**src/design/mlpd_pkg.sv**
```systemverilog
// package for the magic/length-prefixed deframer
// holds marker bytes, phase and result-kind codes, the result struct
// no dependencies
package mlpd_pkg;

    localparam logic [7:0] MARK_FIRST  = 8'h50;  // 'P'
    localparam logic [7:0] MARK_SECOND = 8'h42;  // 'B'

    localparam int unsigned MAX_LEN_W     = 31;
    localparam logic [MAX_LEN_W-1:0] MAX_LEN_RESET = 31'd65536;

    localparam int unsigned PHASE_W = 3;
    localparam logic [PHASE_W-1:0] PH_HUNT = 3'd0;
    localparam logic [PHASE_W-1:0] PH_MARK = 3'd1;
    localparam logic [PHASE_W-1:0] PH_LEN0 = 3'd2;
    localparam logic [PHASE_W-1:0] PH_LEN1 = 3'd3;
    localparam logic [PHASE_W-1:0] PH_LEN2 = 3'd4;
    localparam logic [PHASE_W-1:0] PH_LEN3 = 3'd5;
    localparam logic [PHASE_W-1:0] PH_DATA = 3'd6;

    localparam logic [1:0] KIND_DATA  = 2'd0;
    localparam logic [1:0] KIND_EMPTY = 2'd1;
    localparam logic [1:0] KIND_BAD   = 2'd2;

    typedef struct packed {
        logic [1:0] kind;
        logic [7:0] payload_byte;
        logic       last;
    } res_t;

endpackage

```
**src/design/magic_length_prefix_deframer.sv**
```systemverilog
// magic_length_prefix_deframer: byte-stream deframer, top level
// hunts for the 'P','B' marker, reads a 4-byte length, passes the payload
// depends on mlpd_pkg
//
// usage:
//   s_* carries one received byte per transfer (s_tdata[7:0]).
//   m_* carries one result per transfer: m_tdata[7:0] payload byte,
//   m_tuser[1:0] kind (payload, empty frame, bad length), m_tlast marks
//   the last result of a frame (also set on empty-frame and error results).
//   cfg_we/cfg_wdata write max_len; write it only while the block is idle.
// throughput:
//   one byte accepted per cycle while s_tready is high; each result is held
//   in the output (or skid) register. the frame state is updated in the same
//   cycle the byte is accepted, so the phase/length registers set the rate.
// stalls:
//   the output register is backed by a one-entry skid register, so the
//   block keeps accepting while one result waits; s_tready drops only
//   when both hold a result.
// reset:
//   aresetn (synchronous, active low) returns to marker hunt, empties the
//   output stages and sets max_len to 65536.
module magic_length_prefix_deframer
    import mlpd_pkg::*;
(
    input  logic                 aclk,
    input  logic                 aresetn,
    // input byte stream
    input  logic                 s_tvalid,
    output logic                 s_tready,
    input  logic [7:0]           s_tdata,    // [7:0] rx_byte
    // result stream
    output logic                 m_tvalid,
    input  logic                 m_tready,
    output logic [7:0]           m_tdata,    // [7:0] payload_byte
    output logic [1:0]           m_tuser,    // [1:0] kind
    output logic                 m_tlast,
    // max_len register
    input  logic                 cfg_we,
    input  logic [MAX_LEN_W-1:0] cfg_wdata
);

    // frame state
    logic [PHASE_W-1:0]   phase_reg, phase_next;
    logic [31:0]          length_reg, length_next;
    logic [MAX_LEN_W-1:0] remaining_reg, remaining_next;
    logic [MAX_LEN_W-1:0] max_len_reg;

    // output register and skid register
    logic out_valid_reg, skid_valid_reg;
    res_t out_reg, skid_reg;

    logic        accept;
    logic        res_valid;
    res_t        res;
    logic [31:0] full_len;
    logic        fin;

    assign s_tready = !skid_valid_reg;
    assign accept   = s_tvalid && s_tready;

    // length with the fourth byte on top (little endian)
    assign full_len = {s_tdata, length_reg[31:8]};
    assign fin      = (remaining_reg <= MAX_LEN_W'(1));

    // per-byte state update
    always_comb begin
        phase_next     = phase_reg;
        length_next    = length_reg;
        remaining_next = remaining_reg;
        res_valid      = 1'b0;
        res            = '{kind: KIND_DATA, payload_byte: 8'h00, last: 1'b0};
        unique case (phase_reg)
            PH_MARK: begin
                if (s_tdata == MARK_SECOND) begin
                    phase_next = PH_LEN0;
                end else if (s_tdata == MARK_FIRST) begin
                    phase_next = PH_MARK;   // keep the new 'P'
                end else begin
                    phase_next = PH_HUNT;
                end
            end
            PH_LEN0, PH_LEN1, PH_LEN2: begin
                length_next = full_len;
                phase_next  = phase_reg + PHASE_W'(1);
            end
            PH_LEN3: begin
                length_next = full_len;
                if (full_len[31] || (full_len[30:0] > max_len_reg)) begin
                    // negative or too long
                    phase_next = PH_HUNT;
                    res_valid  = 1'b1;
                    res        = '{kind: KIND_BAD, payload_byte: 8'h00, last: 1'b1};
                end else if (full_len == 32'd0) begin
                    phase_next = PH_HUNT;
                    res_valid  = 1'b1;
                    res        = '{kind: KIND_EMPTY, payload_byte: 8'h00, last: 1'b1};
                end else begin
                    remaining_next = full_len[30:0];
                    phase_next     = PH_DATA;
                end
            end
            PH_DATA: begin
                res_valid = 1'b1;
                res       = '{kind: KIND_DATA, payload_byte: s_tdata, last: fin};
                if (fin) begin
                    remaining_next = '0;
                    phase_next     = PH_HUNT;
                end else begin
                    remaining_next = remaining_reg - MAX_LEN_W'(1);
                end
            end
            default: begin
                // hunting, and the unused code
                phase_next = (s_tdata == MARK_FIRST) ? PH_MARK : PH_HUNT;
            end
        endcase
    end

    always_ff @(posedge aclk) begin
        if (!aresetn) begin
            phase_reg     <= PH_HUNT;
            remaining_reg <= '0;
        end else if (accept) begin
            phase_reg     <= phase_next;
            remaining_reg <= remaining_next;
        end
    end

    // length bytes are all shifted in before use, so no reset needed
    always_ff @(posedge aclk) begin
        if (accept) begin
            length_reg <= length_next;
        end
    end

    always_ff @(posedge aclk) begin
        if (!aresetn) begin
            max_len_reg <= MAX_LEN_RESET;
        end else if (cfg_we) begin
            max_len_reg <= cfg_wdata;
        end
    end

    // output stage with skid entry
    always_ff @(posedge aclk) begin
        if (!aresetn) begin
            out_valid_reg  <= 1'b0;
            skid_valid_reg <= 1'b0;
        end else if (!out_valid_reg || m_tready) begin
            // output frees: drain skid first, else take the new result
            if (skid_valid_reg) begin
                out_valid_reg  <= 1'b1;
                skid_valid_reg <= 1'b0;
            end else begin
                out_valid_reg <= accept && res_valid;
            end
        end else if (accept && res_valid) begin
            skid_valid_reg <= 1'b1;
        end
    end

    always_ff @(posedge aclk) begin
        if (!out_valid_reg || m_tready) begin
            out_reg <= skid_valid_reg ? skid_reg : res;
        end
        if (accept && res_valid && out_valid_reg && !m_tready) begin
            skid_reg <= res;
        end
    end

    assign m_tvalid = out_valid_reg;
    assign m_tdata  = out_reg.payload_byte;
    assign m_tuser  = out_reg.kind;
    assign m_tlast  = out_reg.last;

`ifndef SYNTHESIS
    // skid entry only fills behind a held output
    a_skid_behind_out: assert property (@(posedge aclk) disable iff (!aresetn)
        skid_valid_reg |-> out_valid_reg)
        else $error("skid holds a result while output is empty");

    // non-payload results always close the frame and carry no byte
    a_ctrl_result_last: assert property (@(posedge aclk) disable iff (!aresetn)
        (m_tvalid && (m_tuser != KIND_DATA)) |-> (m_tlast && (m_tdata == 8'h00)))
        else $error("empty/error result without last or with data");

    // the final payload byte returns the block to hunting
    a_last_byte_hunt: assert property (@(posedge aclk) disable iff (!aresetn)
        (accept && (phase_reg == PH_DATA) && fin) |=> (phase_reg == PH_HUNT))
        else $error("no return to hunt after the last payload byte");

    // a payload transfer appears only from the payload phase
    a_data_from_data: assert property (@(posedge aclk) disable iff (!aresetn)
        (accept && res_valid && (res.kind == KIND_DATA)) |-> (phase_reg == PH_DATA))
        else $error("payload result outside the payload phase");
`endif

endmodule

```
**config.mk**
```make
export PLATFORM = sky130hd
export DESIGN_NAME = magic_length_prefix_deframer
export DESIGN_NICKNAME = d
export VERILOG_FILES = /design/src/design/mlpd_pkg.sv /design/src/design/magic_length_prefix_deframer.sv
export SDC_FILE = /design/constraint.sdc
export NUM_CORES = 1
export LEC_CHECK = 0
export BUFFER_PORTS_ARGS = -buffer_cell sky130_fd_sc_hd__buf_2
export CAP_MARGIN = 25
export CORE_MARGIN = 10
export CORE_UTILIZATION = 33
export DETAILED_ROUTE_END_ITERATION = 8
export PLACE_DENSITY = 0.57
export SLEW_MARGIN = 20
export SYNTH_ARGS = -nofsm -noshare
export SYNTH_HDL_FRONTEND = slang
export SYNTH_SLANG_ARGS = --single-unit
```
**constraint.sdc**
```tcl
create_clock -name aclk -period 8.9 [get_ports aclk]
set_input_delay 1.335 -clock aclk [delete_from_list [all_inputs] [get_ports aclk]]
set_output_delay 1.335 -clock aclk [all_outputs]
set_load 0.01 [all_outputs]
```
======== Yosys cells after proc, flatten, opt, wreduce, memory -nomap -nowiden ========
Index checks and enable logic that the tools add are counted.
word-level totals
  register bits after elaboration ......... 121
  word-level logic and storage cells ...... 63
cells by class
  multiplexer cells ....................... 18
  magnitude comparators ................... 2
  reductions and logical operators ........ 17
  equality and inequality tests ........... 11
  add/subtract/negate cells ............... 2
  bitwise operators ....................... 1
operator list
  kind                                                                                number
  31-bit 2-to-1 mux                                                                   3
  31-bit one-hot mux with 2 select lines                                              1
  32-bit logical NOT                                                                  1
  31-bit greater-than comparator                                                      1
  31-bit by 1-bit less-or-equal comparator with 1-bit output (second input constant)  1
  31-bit by 1-bit subtractor with 31-bit output (second input constant)               1
  11-bit 2-to-1 mux                                                                   2
  11-bit one-hot mux with 2 select lines                                              1
  8-bit by 7-bit == test with 1-bit output (second input constant)                    2
  3-bit one-hot mux with 4 select lines                                               1
  10-bit 2-to-1 mux                                                                   1
  3-bit == test (second input constant)                                               3
  3-bit 2-to-1 mux                                                                    3
  3-bit by 2-bit == test with 1-bit output (second input constant)                    2
  2-bit inequality test (second input constant)                                       3
  1-bit logical AND                                                                   4
  1-bit 2-to-1 mux                                                                    4
  2-bit AND reduction                                                                 2
  4-bit AND reduction                                                                 1
  4-bit OR reduction                                                                  1
  3-bit by 1-bit adder with 3-bit output (second input constant)                      1
  3-bit by 1-bit == test with 1-bit output (second input constant)                    1
  1-bit logical NOT                                                                   3
  3-bit OR reduction                                                                  1
  other kinds (6)                                                                     7

======== Longest topological paths before layout ========
  word-level depth ........................ 7
  depth in mapped cells ................... 12

======== Worst setup path before layout ========
Ideal clock, no wire load.
  path kind ............................... input to register
  start ................................... input s_tdata[6]
  end ..................................... register skid_reg[0] in the netlist's numbering, enable pin
  path slack .............................. 4880 ps
  arrival ................................. 3627 ps
  stages on the path ...................... 9
  buffers on the path ..................... 0
  cells stage by stage .................... ha_1 nand4_1 nor4_1 a211oi_1 a21boi_0 a21oi_1 a21oi_1 nor2_1 nor3_1
between the ends
  longest elaborated chain between the ends .. 7
  elaborated cells between the ends (all ways) .. 9
  those cells by class .................... order compare: 1; mux: 3; reduce/logical: 5
ends and longest elaborated chain
  what                                                                         line                                                                    text
  start, declared                                                              magic_length_prefix_deframer.sv:30                                      input logic [7:0] s_tdata,
  31-bit greater-than comparator / 32-bit logical NOT (equally long branches)  magic_length_prefix_deframer.sv:88, magic_length_prefix_deframer.sv:93
  1-bit logical OR / 1-bit 2-to-1 mux (equally long branches)                  magic_length_prefix_deframer.sv:88, magic_length_prefix_deframer.sv:93
  1-bit 2-to-1 mux (*)                                                         magic_length_prefix_deframer.sv:88                                      if (full_len[31] || (full_len[30:0] > max_len_reg)) begin
  1-bit one-hot mux with 2 select lines (*)                                    magic_length_prefix_deframer.sv:72                                      unique case (phase_reg)
  1-bit logical AND (*) (3 in a row)                                           magic_length_prefix_deframer.sv:166                                     if (accept && res_valid && out_valid_reg && !m_tready) begin
  end signal, assigned                                                         magic_length_prefix_deframer.sv:167                                     skid_reg <= res;
  end, declared                                                                magic_length_prefix_deframer.sv:50                                      res_t out_reg, skid_reg;
Every way passes the cells marked *; elsewhere a longest branch is shown, timed or not.
A chain may end at the register's enable or synchronous reset.

======== Worst setup path after layout ========
  start ................................... input s_tdata[1]
  end ..................................... register remaining_reg[28]
between the ends
  longest elaborated chain between the ends .. 4
  elaborated cells between the ends (all ways) .. 6
  those cells by class .................... order compare: 1; eq/ne: 2; reduce/logical: 3
ends and longest elaborated chain
  what                               line                                 text
  31-bit greater-than comparator     magic_length_prefix_deframer.sv:88
  1-bit logical OR                   magic_length_prefix_deframer.sv:88
  2-bit inequality test (no line)    n/a
  4-bit AND reduction (no line) (*)  n/a
  end signal, assigned               magic_length_prefix_deframer.sv:125  remaining_reg <= remaining_next;
  end, declared                      magic_length_prefix_deframer.sv:45   logic [MAX_LEN_W-1:0] remaining_reg, remaining_next;
Marks and branches as above.

==> results.md <==
| Stage | Item | This run |
|---|---|---|
| worst setup path | Critical R2R Launch | remaining_reg[13]$_SDFFE_PN0P_ |
| worst setup path | Category of cells accounting for the largest share of critical-path delay | compound AO/OA/AOI/OAI gates |
| logic synthesis | Syn_area_per_cell | 9.59 sq um |
| global route | Vias in the first global route | 4875 |
| logic synthesis | Commonest register cell after synthesis | sky130_fd_sc_hd__dfxtp_1 |
| place | # port buffers | 56 |
| detailed routing | Post-route DRC violation count | 0 |
| clock tree | CTS root buffer | sky130_fd_sc_hd__clkbuf_16 |
| worst setup path | Worst flop-to-flop path endpoint | phase_reg[0]$_SDFFE_PN0P_ |
| run status | Result of the run | finished, final reports clean |
| logic synthesis | Syn Nets | 700 |
| worst setup path | Sequence of cells on the critical path | buf_2 -> ha_1 -> nand4_1 -> nor4_1 -> nand3_1 -> a21boi_0 -> a21oi_1 -> o21a_1 -> o21ai_1 -> a31o_1 |
| clock tree | Clock tree sinks | 113 |
| detailed routing | Vias | 4983 |
| die | Area of the core region | 17500 sq um |
| global route | Number of antenna violations at the first check in global routing | 0 |
| clock tree | Post-cts gate resize count | 0 |
| timing | Minimum clock period after layout | 3.65 ns |
| worst setup path | Crit path required time | 9.21 ns |
| power | Largest vdd supply drop | 0.000123 V |
| logic synthesis | Post-synthesis instance area | 5920 sq um |
| worst setup path | CP startpoint | s_tdata[1] |
| worst setup path | Worst Path Arrival | 3.96 ns |
| timing | Maximum clock frequency | 274 MHz |
| place | Global placement routability congestion | 0.892 |
| power | Leakage power figure | 2.81 nW |
| clock tree | Clk buf depth | 2 |
| final layout | Layout cells sized above 1 | 15.7% |
| timing | Min Hold Slack | 0.487 ns |
| detailed routing | Post-route ant nets | 0 |
| logic synthesis | Number of warnings printed during yosys synthesis | 0 |
| timing | RSZ-0062 raised after global routing | false |
| die | Horizontal die dimension | 154 um |
| detailed routing | Routed length per placed instance | 17.9 um |
| timing | Final period utilization | 41.0% |
| timing | Number of pins exceeding their max-slew limit in the final report | 0 |
| clock tree | Number of buffers added by the clock tree synthesis step | 17 |
| timing | Final number of setup-violating endpoints | 0 |
| place | Detail Placement HPWL | 11500 um |
| worst setup path | Critical path depth in cells | 10 |
| global route | Global-route wire length before repair | 26000 um |
| final layout | Area growth from synthesis to final layout | 17.0% |
| global route | Maximum number of pins on one net before global-route repair | 59 |
| global route | GRT Util Overall | 13.5% |
| worst setup path | CP max-delay cell | sky130_fd_sc_hd__o21a_1 |
| worst setup path | CP endpoint kind | flop |
| final layout | Most frequent cells in the layout | sky130_fd_sc_hd__nor2_1 (68), sky130_fd_sc_hd__dfxtp_1 (67), sky130_fd_sc_hd__buf_2 (56), sky130_fd_sc_hd__inv_1 (48), sky130_fd_sc_hd__edfxtp_1 (46) |
| timing | Worst-case headroom to the max-slew limit | 40.0% |
| logic synthesis | Synth unique cells | 56 |
| final layout | Diode insertion count for antenna repair | 0 |
| worst setup path | Largest stage delay, worst path | 0.63 ns |
| die | Standard-cell rows | 48 |
| clock tree | Clock latency on the worst-skew pair | 0.41 ns |
| detailed routing | Starting DRC count in detailed routing | 425 |
| worst setup path | Critical path launch point type | primary input |
| timing | Setup TNS | 0 ns |
| global route | Grt total ovfl | 0 |
| logic synthesis | Number of synthesized flops with an enable pin | 46 |
| detailed routing | Drt via density | 5.51 |
| logic synthesis | Number of instances in the synthesized netlist | 618 |
| die | Overall die area | 23700 sq um |
| clock tree | Clock transition time at the flip-flop clock pins of the worst setup and hold paths | 0.05 ns |
| worst setup path | Setup slack, reg-to-reg | 5.71 ns |
| timing | Transition time at the pin with the least slew margin | 0.900 ns |
| die | Y dimension of the die | 154 um |
| final layout | Number of nets in the finished design | 749 |
| worst setup path | Worst path buffer plus inverter count | 1 |
| final layout | Most common library cell in the layout ignoring fill and taps | sky130_fd_sc_hd__nor2_1 |
| timing | Final hold violation count | 0 |
| clock tree | Hold-fix buffers, CTS | 0 |
| job | Max capacitance violation total | 0 |
| die | Number of I/O pins | 57 |
| timing | Worst clock skew | 0.0100 ns |
| logic synthesis | Flop and latch count out of synthesis | 113 |
| worst setup path | Path depth of the worst reg2reg path | 8 |
| clock tree | Number of setup buffers added after CTS | 0 |
| clock tree | TritonCTS clock tree | done |
| logic synthesis | Sequential-to-total area share from yosys stat | 46.0% |
| die | Initial Utilization | 33.9% |
| hold path | Hold Crit Class | reg2reg |
| clock tree | Maximum level of the CTS H-tree | 4 |
| detailed routing | Routed wire length | 16200 um |
| power | Pwr dens | 177 nW/um^2 |
| worst setup path | Worst-path fanout max | 18 |
| worst setup path | Last element of the critical path | remaining_reg[28]$_SDFFE_PN0P_ |
| logic synthesis | Fraction of registers with async set or reset after synthesis | 0% |
| detailed routing | Pre-Repair DR Iteration Count | 6 |
| worst setup path | Startpoint-to-endpoint class of the critical path | in2reg |
## through the flow
stage               cell area, sq um  util [%]  power (mW)  setup WS (ns)  cells
floorplan                       5920         -       0.601           4.88    618
global route                    6930      39.6        1.28           4.98    905
finish                          6930      39.6        1.23           5.25    905
CTS                             6930      39.6        1.24           5.27    905
detailed placement              6410      36.7       0.626           4.83    873
global placement                6410      36.7       0.623           4.95    873
## cell usage after synthesis, types with 8 or more instances
master	count	share of area [%]
sky130_fd_sc_hd__clkbuf_1	22	1.4
sky130_fd_sc_hd__nand4_1	13	1.4
sky130_fd_sc_hd__nor2_1	68	4.3
sky130_fd_sc_hd__a21oi_1	41	3.5
sky130_fd_sc_hd__nor4_1	11	1.2
sky130_fd_sc_hd__ha_1	38	8.0
sky130_fd_sc_hd__nand2_1	40	2.5
sky130_fd_sc_hd__o211ai_1	8	1.0
sky130_fd_sc_hd__a32oi_1	10	1.5
sky130_fd_sc_hd__a211oi_1	10	1.3
sky130_fd_sc_hd__nor3_1	34	2.9
sky130_fd_sc_hd__o21ai_0	10	0.84
sky130_fd_sc_hd__o21ai_1	8	0.68
sky130_fd_sc_hd__mux2_2	9	1.7
sky130_fd_sc_hd__inv_1	48	3.0
sky130_fd_sc_hd__mux2i_1	30	5.1
sky130_fd_sc_hd__o31ai_1	10	1.3
sky130_fd_sc_hd__dfxtp_1	67	23
sky130_fd_sc_hd__edfxtp_1	46	23
## worst min-delay path: stages (launching register included)
cell                      delay [ns]
sky130_fd_sc_hd__dfxtp_1        0.32
sky130_fd_sc_hd__mux2i_1        0.06
sky130_fd_sc_hd__nor2_1         0.07
## cells by family after synthesis
family          count (synthesis)  synth area share, %
xor+xnor                        5                0.739
fa+ha+maj                      38                 8.03
flops                         113                 46.0
buf+inv                        80                 5.28
compound gates                140                 16.6
simple gates                  203                 16.6
mux                            39                 6.78
## final cells by class
| class | instances | area [sq um] |
|---|---|---|
| Clock buffer | 23 | 458 |
| Clock inverter | 9 | 65.1 |
| Fill cell | 1660 | 10500 |
| Inverter | 48 | 180 |
| Multi-Input combinational cell | 425 | 2900 |
| Sequential cell | 113 | 2720 |
| Tap cell | 225 | 282 |
| Timing Repair Buffer | 62 | 325 |
## worst min path at each step
stage                                        start                              to  slack (ns)  depth (start not counted)
floorplan           remaining_reg[17]$_SDFFE_PN0P_  remaining_reg[17]$_SDFFE_PN0P_        0.45                          2
global placement    remaining_reg[29]$_SDFFE_PN0P_  remaining_reg[29]$_SDFFE_PN0P_        0.47                          2
detailed placement     max_len_reg[5]$_SDFFE_PN0P_     max_len_reg[5]$_SDFFE_PN0P_        0.48                          2
CTS                 remaining_reg[17]$_SDFFE_PN0P_  remaining_reg[17]$_SDFFE_PN0P_        0.49                          2
global route          max_len_reg[16]$_SDFFE_PN1P_    max_len_reg[16]$_SDFFE_PN1P_        0.51                          2
finish                 max_len_reg[5]$_SDFFE_PN0P_     max_len_reg[5]$_SDFFE_PN0P_        0.49                          2
## where the power goes
| group | switching (mW) | internal, mW |
|---|---|---|
| Sequential | 0.00455 | 0.545 |
| Clock | 0.227 | 0.384 |
| Combinational | 0.0386 | 0.0283 |
| Total | 0.270 | 0.957 |
## routing by layer
metal	share of wire, %	global-route usage, %	vias up
li1	-	-	2381
met4	2.1	5.35	0
met1	44	16.5	2402
met5	0	0	-
met2	49	22.1	174
met3	5.5	3.26	26
Note: power is estimated with default switching activity, not from simulation.
